--- config.mk ---
export PLATFORM = sky130hd
export DESIGN_NAME = light_list_compaction
export DESIGN_NICKNAME = d
export VERILOG_FILES = /design/src/hdl/llc_pkg.sv /design/src/hdl/llc_core.sv /design/src/hdl/llc_out_fifo.sv /design/src/hdl/light_list_compaction.sv
export SDC_FILE = /design/constraint.sdc
export NUM_CORES = 2
export LEC_CHECK = 0
export ABC_CLOCK_PERIOD_IN_PS = 21300
export BUFFER_PORTS_ARGS = -buffer_cell sky130_fd_sc_hd__buf_2
export CAP_MARGIN = 0
export CELL_PAD_IN_SITES_DETAIL_PLACEMENT = 2
export CELL_PAD_IN_SITES_GLOBAL_PLACEMENT = 2
export CORE_ASPECT_RATIO = 1.25
export CORE_MARGIN = 2
export CORE_UTILIZATION = 45
export DETAILED_ROUTE_END_ITERATION = 6
export GPL_ROUTABILITY_DRIVEN = 0
export PLACE_DENSITY = 0.88
export SYNTH_ARGS = -nofsm -noshare
export SYNTH_HDL_FRONTEND = slang
export SYNTH_SLANG_ARGS = --single-unit
--- constraint.sdc ---
create_clock -name aclk -period 21.3 [get_ports aclk]
set_input_delay 3.195 -clock aclk [delete_from_list [all_inputs] [get_ports aclk]]
set_output_delay 3.195 -clock aclk [all_outputs]
set_load 0.05 [all_outputs]
--- src/hdl/llc_pkg.sv ---
// ============================================================================
// llc_pkg
// Shared types and constants for the light list compaction block.
// ============================================================================
package llc_pkg;

    localparam int unsigned MaxCells        = 65536;
    localparam int unsigned MaxLights       = 4096;
    localparam int unsigned MaxListEntries  = 268435456;

    localparam int unsigned CellCountW      = 17;
    localparam int unsigned LightCountW     = 13;
    localparam int unsigned CapW            = 29;
    localparam int unsigned CellIdxW        = 16;
    localparam int unsigned LightIdxW       = 12;
    localparam int unsigned AddrW           = 28;
    localparam int unsigned CellCntW        = 13;
    localparam int unsigned TotalW          = 29;
    localparam int unsigned CfgIdxW         = 2;
    localparam int unsigned CfgDataW        = 29;
    localparam int unsigned InDataW         = 8;
    localparam int unsigned OutDataW        = 216;

    typedef enum logic [CfgIdxW-1:0] {
        CFG_CELL_COUNT    = 2'd0,
        CFG_LIGHT_COUNT   = 2'd1,
        CFG_LIST_CAPACITY = 2'd2
    } cfg_reg_t;

    typedef enum logic {
        KIND_ENTRY = 1'b0,
        KIND_CELL  = 1'b1
    } record_kind_t;

    typedef struct packed {
        record_kind_t           kind;
        logic [CellIdxW-1:0]    cell_index;
        logic [LightIdxW-1:0]   light_index;
        logic [AddrW-1:0]       list_address;
        logic [CapW-1:0]        cell_offset;
        logic [CellCntW-1:0]    cell_emitted;
        logic [CellCntW-1:0]    cell_attempted;
        logic [CellCntW-1:0]    cell_overflowed;
        logic [TotalW-1:0]      total_attempted;
        logic [TotalW-1:0]      total_emitted;
        logic [TotalW-1:0]      total_overflowed;
        logic                   last;
    } llc_result_t;

    typedef struct packed {
        logic [1:0]  count;
        llc_result_t first;
        llc_result_t second;
    } llc_push_t;

endpackage

--- src/hdl/llc_core.sv ---
// ============================================================================
// llc_core
// Configuration registers, batch counters and per-word result generation.
// ============================================================================
module llc_core (
    input  logic                           aclk,
    input  logic                           aresetn,
    input  logic                           cfg_wr_en,
    input  logic [llc_pkg::CfgIdxW-1:0]    cfg_index,
    input  logic [llc_pkg::CfgDataW-1:0]   cfg_data,
    input  logic                           in_accept,
    input  logic                           overlap,
    output llc_pkg::llc_push_t             push
);
    import llc_pkg::*;

    logic [CellCountW-1:0]  cell_count_reg;
    logic [LightCountW-1:0] light_count_reg;
    logic [CapW-1:0]        list_capacity_reg;

    logic [LightIdxW-1:0]   light_pos_reg,  light_pos_next;
    logic [CellIdxW-1:0]    cell_pos_reg,   cell_pos_next;
    logic [TotalW-1:0]      list_fill_reg,  list_fill_next;
    logic [CapW-1:0]        cell_start_reg, cell_start_next;
    logic [CellCntW-1:0]    cell_em_reg,    cell_em_next;
    logic [CellCntW-1:0]    cell_ov_reg,    cell_ov_next;
    logic [TotalW-1:0]      att_total_reg,  att_total_next;
    logic [TotalW-1:0]      ov_total_reg,   ov_total_next;

    logic [CellCountW-1:0]  cells_eff;
    logic [LightCountW-1:0] lights_eff;
    logic [CapW-1:0]        cap_eff;
    logic                   end_cell;
    logic                   end_batch;
    logic                   emit;
    logic                   drop;
    logic [TotalW-1:0]      att_new;
    logic [TotalW-1:0]      fill_new;
    logic [TotalW-1:0]      ovt_new;
    logic [CellCntW-1:0]    cem_new;
    logic [CellCntW-1:0]    cov_new;
    logic [CellCntW:0]      att_sum;
    llc_result_t            entry;
    llc_result_t            record;

    always_ff @(posedge aclk) begin
        if (!aresetn) begin
            cell_count_reg    <= CellCountW'(1);
            light_count_reg   <= LightCountW'(1);
            list_capacity_reg <= '0;
        end else if (cfg_wr_en) begin
            case (cfg_reg_t'(cfg_index))
                CFG_CELL_COUNT:    cell_count_reg    <= cfg_data[CellCountW-1:0];
                CFG_LIGHT_COUNT:   light_count_reg   <= cfg_data[LightCountW-1:0];
                CFG_LIST_CAPACITY: list_capacity_reg <= cfg_data[CapW-1:0];
                default: ;
            endcase
        end
    end

    always_comb begin
        if (cell_count_reg == '0) begin
            cells_eff = CellCountW'(1);
        end else if (cell_count_reg > CellCountW'(MaxCells)) begin
            cells_eff = CellCountW'(MaxCells);
        end else begin
            cells_eff = cell_count_reg;
        end
        if (light_count_reg == '0) begin
            lights_eff = LightCountW'(1);
        end else if (light_count_reg > LightCountW'(MaxLights)) begin
            lights_eff = LightCountW'(MaxLights);
        end else begin
            lights_eff = light_count_reg;
        end
        if (list_capacity_reg > CapW'(MaxListEntries)) begin
            cap_eff = CapW'(MaxListEntries);
        end else begin
            cap_eff = list_capacity_reg;
        end

        end_cell  = {1'b0, light_pos_reg} >= (lights_eff - LightCountW'(1));
        end_batch = end_cell && ({1'b0, cell_pos_reg} >= (cells_eff - CellCountW'(1)));
        emit      = overlap && (list_fill_reg < cap_eff);
        drop      = overlap && !(list_fill_reg < cap_eff);

        att_new  = (overlap && att_total_reg != '1) ? att_total_reg + TotalW'(1)
                                                     : att_total_reg;
        fill_new = (emit && list_fill_reg != '1) ? list_fill_reg + TotalW'(1)
                                                  : list_fill_reg;
        ovt_new  = (drop && ov_total_reg != '1) ? ov_total_reg + TotalW'(1)
                                                 : ov_total_reg;
        cem_new  = (emit && cell_em_reg != '1) ? cell_em_reg + CellCntW'(1) : cell_em_reg;
        cov_new  = (drop && cell_ov_reg != '1) ? cell_ov_reg + CellCntW'(1) : cell_ov_reg;
        att_sum  = {1'b0, cem_new} + {1'b0, cov_new};

        entry                  = '0;
        entry.kind             = KIND_ENTRY;
        entry.cell_index       = cell_pos_reg;
        entry.light_index      = light_pos_reg;
        entry.list_address     = list_fill_reg[AddrW-1:0];
        entry.total_attempted  = att_new;
        entry.total_emitted    = fill_new;
        entry.total_overflowed = ovt_new;
        entry.last             = !end_cell;

        record                  = '0;
        record.kind             = KIND_CELL;
        record.cell_index       = cell_pos_reg;
        record.cell_offset      = cell_start_reg;
        record.cell_emitted     = cem_new;
        record.cell_attempted   = att_sum[CellCntW] ? '1 : att_sum[CellCntW-1:0];
        record.cell_overflowed  = cov_new;
        record.total_attempted  = att_new;
        record.total_emitted    = fill_new;
        record.total_overflowed = ovt_new;
        record.last             = 1'b1;

        push.first  = emit ? entry : record;
        push.second = record;
        if (!in_accept) begin
            push.count = 2'd0;
        end else begin
            push.count = 2'({1'b0, emit} + {1'b0, end_cell});
        end

        light_pos_next  = light_pos_reg + LightIdxW'(1);
        cell_pos_next   = cell_pos_reg;
        list_fill_next  = fill_new;
        cell_start_next = cell_start_reg;
        cell_em_next    = cem_new;
        cell_ov_next    = cov_new;
        att_total_next  = att_new;
        ov_total_next   = ovt_new;
        if (end_batch) begin
            light_pos_next  = '0;
            cell_pos_next   = '0;
            list_fill_next  = '0;
            cell_start_next = '0;
            cell_em_next    = '0;
            cell_ov_next    = '0;
            att_total_next  = '0;
            ov_total_next   = '0;
        end else if (end_cell) begin
            light_pos_next  = '0;
            cell_pos_next   = cell_pos_reg + CellIdxW'(1);
            cell_start_next = fill_new;
            cell_em_next    = '0;
            cell_ov_next    = '0;
        end
    end

    always_ff @(posedge aclk) begin
        if (!aresetn) begin
            light_pos_reg  <= '0;
            cell_pos_reg   <= '0;
            list_fill_reg  <= '0;
            cell_start_reg <= '0;
            cell_em_reg    <= '0;
            cell_ov_reg    <= '0;
            att_total_reg  <= '0;
            ov_total_reg   <= '0;
        end else if (in_accept) begin
            light_pos_reg  <= light_pos_next;
            cell_pos_reg   <= cell_pos_next;
            list_fill_reg  <= list_fill_next;
            cell_start_reg <= cell_start_next;
            cell_em_reg    <= cell_em_next;
            cell_ov_reg    <= cell_ov_next;
            att_total_reg  <= att_total_next;
            ov_total_reg   <= ov_total_next;
        end
    end

endmodule

--- src/hdl/llc_out_fifo.sv ---
// ============================================================================
// llc_out_fifo
// Four-word result queue that takes up to two words per cycle.
// ============================================================================
module llc_out_fifo (
    input  logic                  aclk,
    input  logic                  aresetn,
    input  llc_pkg::llc_push_t    push,
    input  logic                  pop,
    output logic                  out_valid,
    output llc_pkg::llc_result_t  out_word,
    output logic                  room_for_two
);
    import llc_pkg::*;

    localparam int unsigned Depth = 4;
    localparam int unsigned PtrW  = $clog2(Depth);
    localparam int unsigned CntW  = $clog2(Depth + 1);

    llc_result_t         mem [Depth];
    logic [PtrW-1:0]     wr_ptr_reg, wr_ptr_next;
    logic [PtrW-1:0]     rd_ptr_reg, rd_ptr_next;
    logic [CntW-1:0]     count_reg,  count_next;
    logic                do_pop;

    assign out_valid    = count_reg != '0;
    assign out_word     = mem[rd_ptr_reg];
    assign room_for_two = count_reg <= CntW'(Depth - 2);
    assign do_pop       = pop && out_valid;

    always_comb begin
        wr_ptr_next = wr_ptr_reg + PtrW'(push.count);
        rd_ptr_next = rd_ptr_reg + PtrW'(do_pop);
        count_next  = count_reg + CntW'(push.count) - CntW'(do_pop);
    end

    always_ff @(posedge aclk) begin
        if (push.count != 2'd0) begin
            mem[wr_ptr_reg] <= push.first;
        end
        if (push.count == 2'd2) begin
            mem[wr_ptr_reg + PtrW'(1)] <= push.second;
        end
    end

    always_ff @(posedge aclk) begin
        if (!aresetn) begin
            wr_ptr_reg <= '0;
            rd_ptr_reg <= '0;
            count_reg  <= '0;
        end else begin
            wr_ptr_reg <= wr_ptr_next;
            rd_ptr_reg <= rd_ptr_next;
            count_reg  <= count_next;
        end
    end

endmodule

--- src/hdl/light_list_compaction.sv ---
// ============================================================================
// light_list_compaction
// Compacts a cell-major stream of overlap bits into light-index entries
// and per-cell range records.
//
// The slave stream carries one overlap bit per word, cell-major, light
// index running fastest. Each accepted word yields no result, a light-index
// entry, a cell record, or an entry followed by a cell record, on the
// master stream. The counters walk lights and cells internally and return
// to zero after the last light of the last cell.
// A result enters the result queue at the edge that accepts its input
// word. The slave side takes one word per cycle while s_tready is high;
// a word that yields two results writes both into the four-word result
// queue, which hands them out one by one. s_tready falls when fewer than
// two queue slots are free, so a stalled receiver holds results in the
// queue without loss. Reset clears all counters and the queue and sets
// cell_count and light_count to one and list_capacity to zero. The user
// must write the configuration port only while idle; nothing enforces it.
// ============================================================================
module light_list_compaction (
    input  logic                            aclk,
    input  logic                            aresetn,
    input  logic                            cfg_wr_en,
    input  logic [llc_pkg::CfgIdxW-1:0]     cfg_index,
    input  logic [llc_pkg::CfgDataW-1:0]    cfg_data,
    input  logic                            s_tvalid,
    output logic                            s_tready,
    input  logic [llc_pkg::InDataW-1:0]     s_tdata,   // overlap
    output logic                            m_tvalid,
    input  logic                            m_tready,
    // cell_index, light_index, list_address, cell_offset, cell_emitted,
    // cell_attempted, cell_overflowed, total_attempted, total_emitted,
    // total_overflowed
    output logic [llc_pkg::OutDataW-1:0]    m_tdata,
    output logic                            m_tuser,   // record_kind
    output logic                            m_tlast
);
    import llc_pkg::*;

    localparam int unsigned PadW = OutDataW - (CellIdxW + LightIdxW + AddrW + CapW
                                   + 3 * CellCntW + 3 * TotalW);

    llc_push_t   push;
    llc_result_t head;
    logic        in_accept;

    assign in_accept = s_tvalid && s_tready;

    llc_core u_core (
        .aclk      (aclk),
        .aresetn   (aresetn),
        .cfg_wr_en (cfg_wr_en),
        .cfg_index (cfg_index),
        .cfg_data  (cfg_data),
        .in_accept (in_accept),
        .overlap   (s_tdata[0]),
        .push      (push)
    );

    llc_out_fifo u_out_fifo (
        .aclk         (aclk),
        .aresetn      (aresetn),
        .push         (push),
        .pop          (m_tready),
        .out_valid    (m_tvalid),
        .out_word     (head),
        .room_for_two (s_tready)
    );

    assign m_tdata = {PadW'(0), head.total_overflowed, head.total_emitted,
                      head.total_attempted, head.cell_overflowed, head.cell_attempted,
                      head.cell_emitted, head.cell_offset, head.list_address,
                      head.light_index, head.cell_index};
    assign m_tuser = head.kind;
    assign m_tlast = head.last;

endmodule

==> results_dict.tcl <==
set metrics [dict create \
    io_pins 264 \
    antenna_found_initial 4 \
    power.share.clock_pct 34.3 \
    wl_um 205000 \
    drive_above_1_share_pct 17.4 \
    power_frac_comb_pct 27.0 \
    drv_cap 0 \
    vias_per_cell 6.60 \
    required_ns 21.68 \
    r2r_start "u_core.list_capacity_reg[0]$_SDFFE_PN0P_" \
    ff2ff_path_depth 21 \
    top_register "u_out_fifo.mem" \
    finalMaxSlewViolations 0 \
    overflow 0 \
    hold_viol 0 \
    outcome "finished clean" \
    tightestPinTransition_ns 1.29 \
    p_int_uw 4030 \
    path_clk_slew_ns 0.07 \
    cts_resized 0 \
    largest_reg_flops 852 \
    drt_iter0_drc 3974 \
    fill_cells 10609 \
    cts_buffers 113 \
    min_path_type "register to register" \
    r2r-end "u_out_fifo.mem[1][89]$_DFFE_PP_" \
    wl_per_cell_um 33.9 \
    synth_ff_type "edfxtp_1" \
    synthTopCellsByArea "edfxtp_1 41%, dfxtp_1 16%, mux4_2 9.6%, nor2_1 4.1%, nand2_1 3.1%" \
    dr_total_vias 39938 \
    period_needed_ns 9.43 \
    synth.cell_area_um2 50100 \
    dpl.hpwl_um 119000 \
    startpoint_type "register" \
    die_x_um 302 \
    p_leak_uw 0.0192 \
    worstHoldPathCells 2 \
    endpoint_kind "register" \
    rsz0062_at_grt "no" \
    setup_slack_ns 11.87 \
    cts_setup_buffers 0 \
    finalSetupViolations 0 \
    synth_cell_types 87 \
    cts_hold_buf 0 \
    critPathKind "register to register" \
    grt_pass1_vias 43524 \
    clock_latency_ns 0.77 \
    maxSlewHeadroom_pct 13.9 \
    pre_cts_ws_ns 12.23 \
    min_to "u_out_fifo.mem[3][212]$_SDFFE_PP1P_" \
    met2_usage_pct 61.3 \
    clock_sinks 1088 \
    cts-root-buf "clkbuf_16" \
    setup_tns_ns 0 \
    coreArea_um2 110000 \
    ir_drop_mv 0.106 \
    p_seq_share_pct 38.7 \
    area_growth_pct 12.7 \
    worst_clock_skew_ns 0.0439 \
    syn_inst 4407 \
    nets 4632 \
    die_y_um 377 \
    async_flop_share_pct 0 \
    cts_tree "built" \
    track_usage_pct 35.8 \
    numPortBuffers 251 \
    reg2reg_slack_ns 11.87 \
    synth_top_cell_by_area "edfxtp_1" \
    sw_frac_of_total_pct 36.3 \
    synth-seq-area-share_pct 57.2 \
    synth_edf_count 684 \
    final.period_utilization_pct 44.3 \
    hp-start "u_out_fifo.mem[3][212]$_SDFFE_PP1P_" \
    use_met3_pct 5.15 \
    core.rowCount 136 \
    avgSynthCellArea_um2 11.4 \
    clockBufferDepth 3 \
    timing.fmax_mhz 106 \
    fin_util_pct 51.3 \
    yosysTopAreaCellShare_pct 41.0 \
    holdWs_ns 0.455 \
    initial_core_util_pct 45.5 \
    powerDensity_nw_per_um2 112 \
    grt.met1_usage_pct 42.5 \
    worstPathArrival_ns 9.81 \
    top_usage_layer "met2" \
    detail-route-antenna-nets 0 \
    ys.warnings.count 0 \
    die-area_um2 114000 \
    grt_max_degree 120 \
    route.detailed.drc 0 \
    grt_pass1_wl_um 303000 \
    switchingPower_uw 2300 \
    critPathMaxFanout 89 \
    htreeDepth 3 \
    first_pass_iters 5 \
    ys_seq_elements 1088 \
]
## metrics by stage
step / std cells / total power, uW / cell area, um^2
6_report: 6055 / 6330 / 56400
5_1_grt: 6052 / 6480 / 56400
4_1_cts: 6052 / 6340 / 56400
3_5_place_dp: 5836 / 4170 / 52500
3_3_place_gp: 5836 / 4120 / 52500
2_1_floorplan: 4411 / 3680 / 50100
## synthesized netlist by cell type (57+ instances only)
library cell / number
nand3_1: 253
o21ai_0: 292
edfxtp_1: 684
xnor2_1: 95
inv_1: 57
ha_1: 84
mux4_2: 213
nand2_1: 418
clkbuf_1: 249
a21oi_1: 191
nand4_1: 64
dfxtp_1: 404
nor2b_1: 119
nor2_1: 549
and2_1: 75
## cells by family (layout without fill, tap and decap cells)
logic type	after synthesis	after routing	share of synthesized area, %
buffers and inverters	401	593	3.16
adders and majority gates	86	86	2.18
and+or+nand+nor	1739	1739	16.5
other	1	8	0.00749
xor gates and xnor gates	145	145	2.54
muxes	230	230	9.94
DFF	1088	1088	57.2
AOI/OAI and AO/OA	717	717	8.48
## worst max-delay path by stage
stage,endpoint,start,depth (start not counted)
after global routing,u_out_fifo.mem[1][51]$_DFFE_PP_,u_core.list_capacity_reg[22]$_SDFFE_PN0P_,21
after detailed placement,u_out_fifo.mem[1][89]$_DFFE_PP_,u_core.list_capacity_reg[22]$_SDFFE_PN0P_,21
final,u_out_fifo.mem[1][89]$_DFFE_PP_,u_core.list_capacity_reg[0]$_SDFFE_PN0P_,21
after CTS,u_out_fifo.mem[1][146]$_DFFE_PP_,u_core.list_capacity_reg[22]$_SDFFE_PN0P_,21
after floorplan,u_out_fifo.mem[1][201]$_DFFE_PP_,s_tdata[0],13
after global placement,u_out_fifo.mem[1][34]$_DFFE_PP_,s_tdata[0],12
## final cells by class
cell class	instances	area [um^2]	area share, %
sequential	1088	28600	50.7
multi-input combinational	2922	20000	35.4
clock buffer	163	3420	6.07
tap	1449	1810	3.21
timing repair buffer	314	1740	3.09
clock inverter	53	543	0.962
inverter	63	269	0.477
antenna	3	7.51	0.0133
## power by group through the flow
stage	Clock [uW]	Combinational, uW	Sequential [uW]
2_1_floorplan	0	1210	2470
3_3_place_gp	0	1650	2470
3_5_place_dp	0	1690	2490
4_1_cts	2180	1710	2450
5_1_grt	2250	1770	2460
6_report	2170	1710	2450
## critical path, cell delays in order, from the launching register on
cell      delay, ns
dfxtp_1        0.33
nor4_1         0.35
nand2_1        0.16
o31ai_2        0.80
buf_4          0.32
nand2_1        0.11
ha_1           0.34
a211oi_1       0.24
o21ai_0        0.11
o221ai_1       0.43
and2_1         0.20
buf_4          0.51
nand3_1        0.30
inv_2          0.15
ha_1           0.22
nand2_1        0.39
or4_2          0.70
buf_4          0.37
and2_4         0.49
inv_8          0.66
buf_4          0.99
buf_4          0.72
## layer usage
layer / part of all wire, % / vias up
li1: - / 16342
met1: 36 / 20790
met2: 50 / 2162
met3: 6.7 / 642
met4: 6.8 / 2
met5: 0.0034 / -
## placed cells by master (no fill, tap or decap), drive strengths merged, types with 84 or more instances in the layout
cell / Yosys / routed
buf: 87 / 314
nand3: 253 / 253
xnor2: 95 / 95
dfxtp: 404 / 404
nor2: 549 / 549
clkbuf: 251 / 163
edfxtp: 684 / 684
o21ai: 297 / 297
mux4: 213 / 213
a21oi: 192 / 192
nor2b: 119 / 119
nand2: 418 / 418
ha: 84 / 84
(Power assumes the default switching activity.)
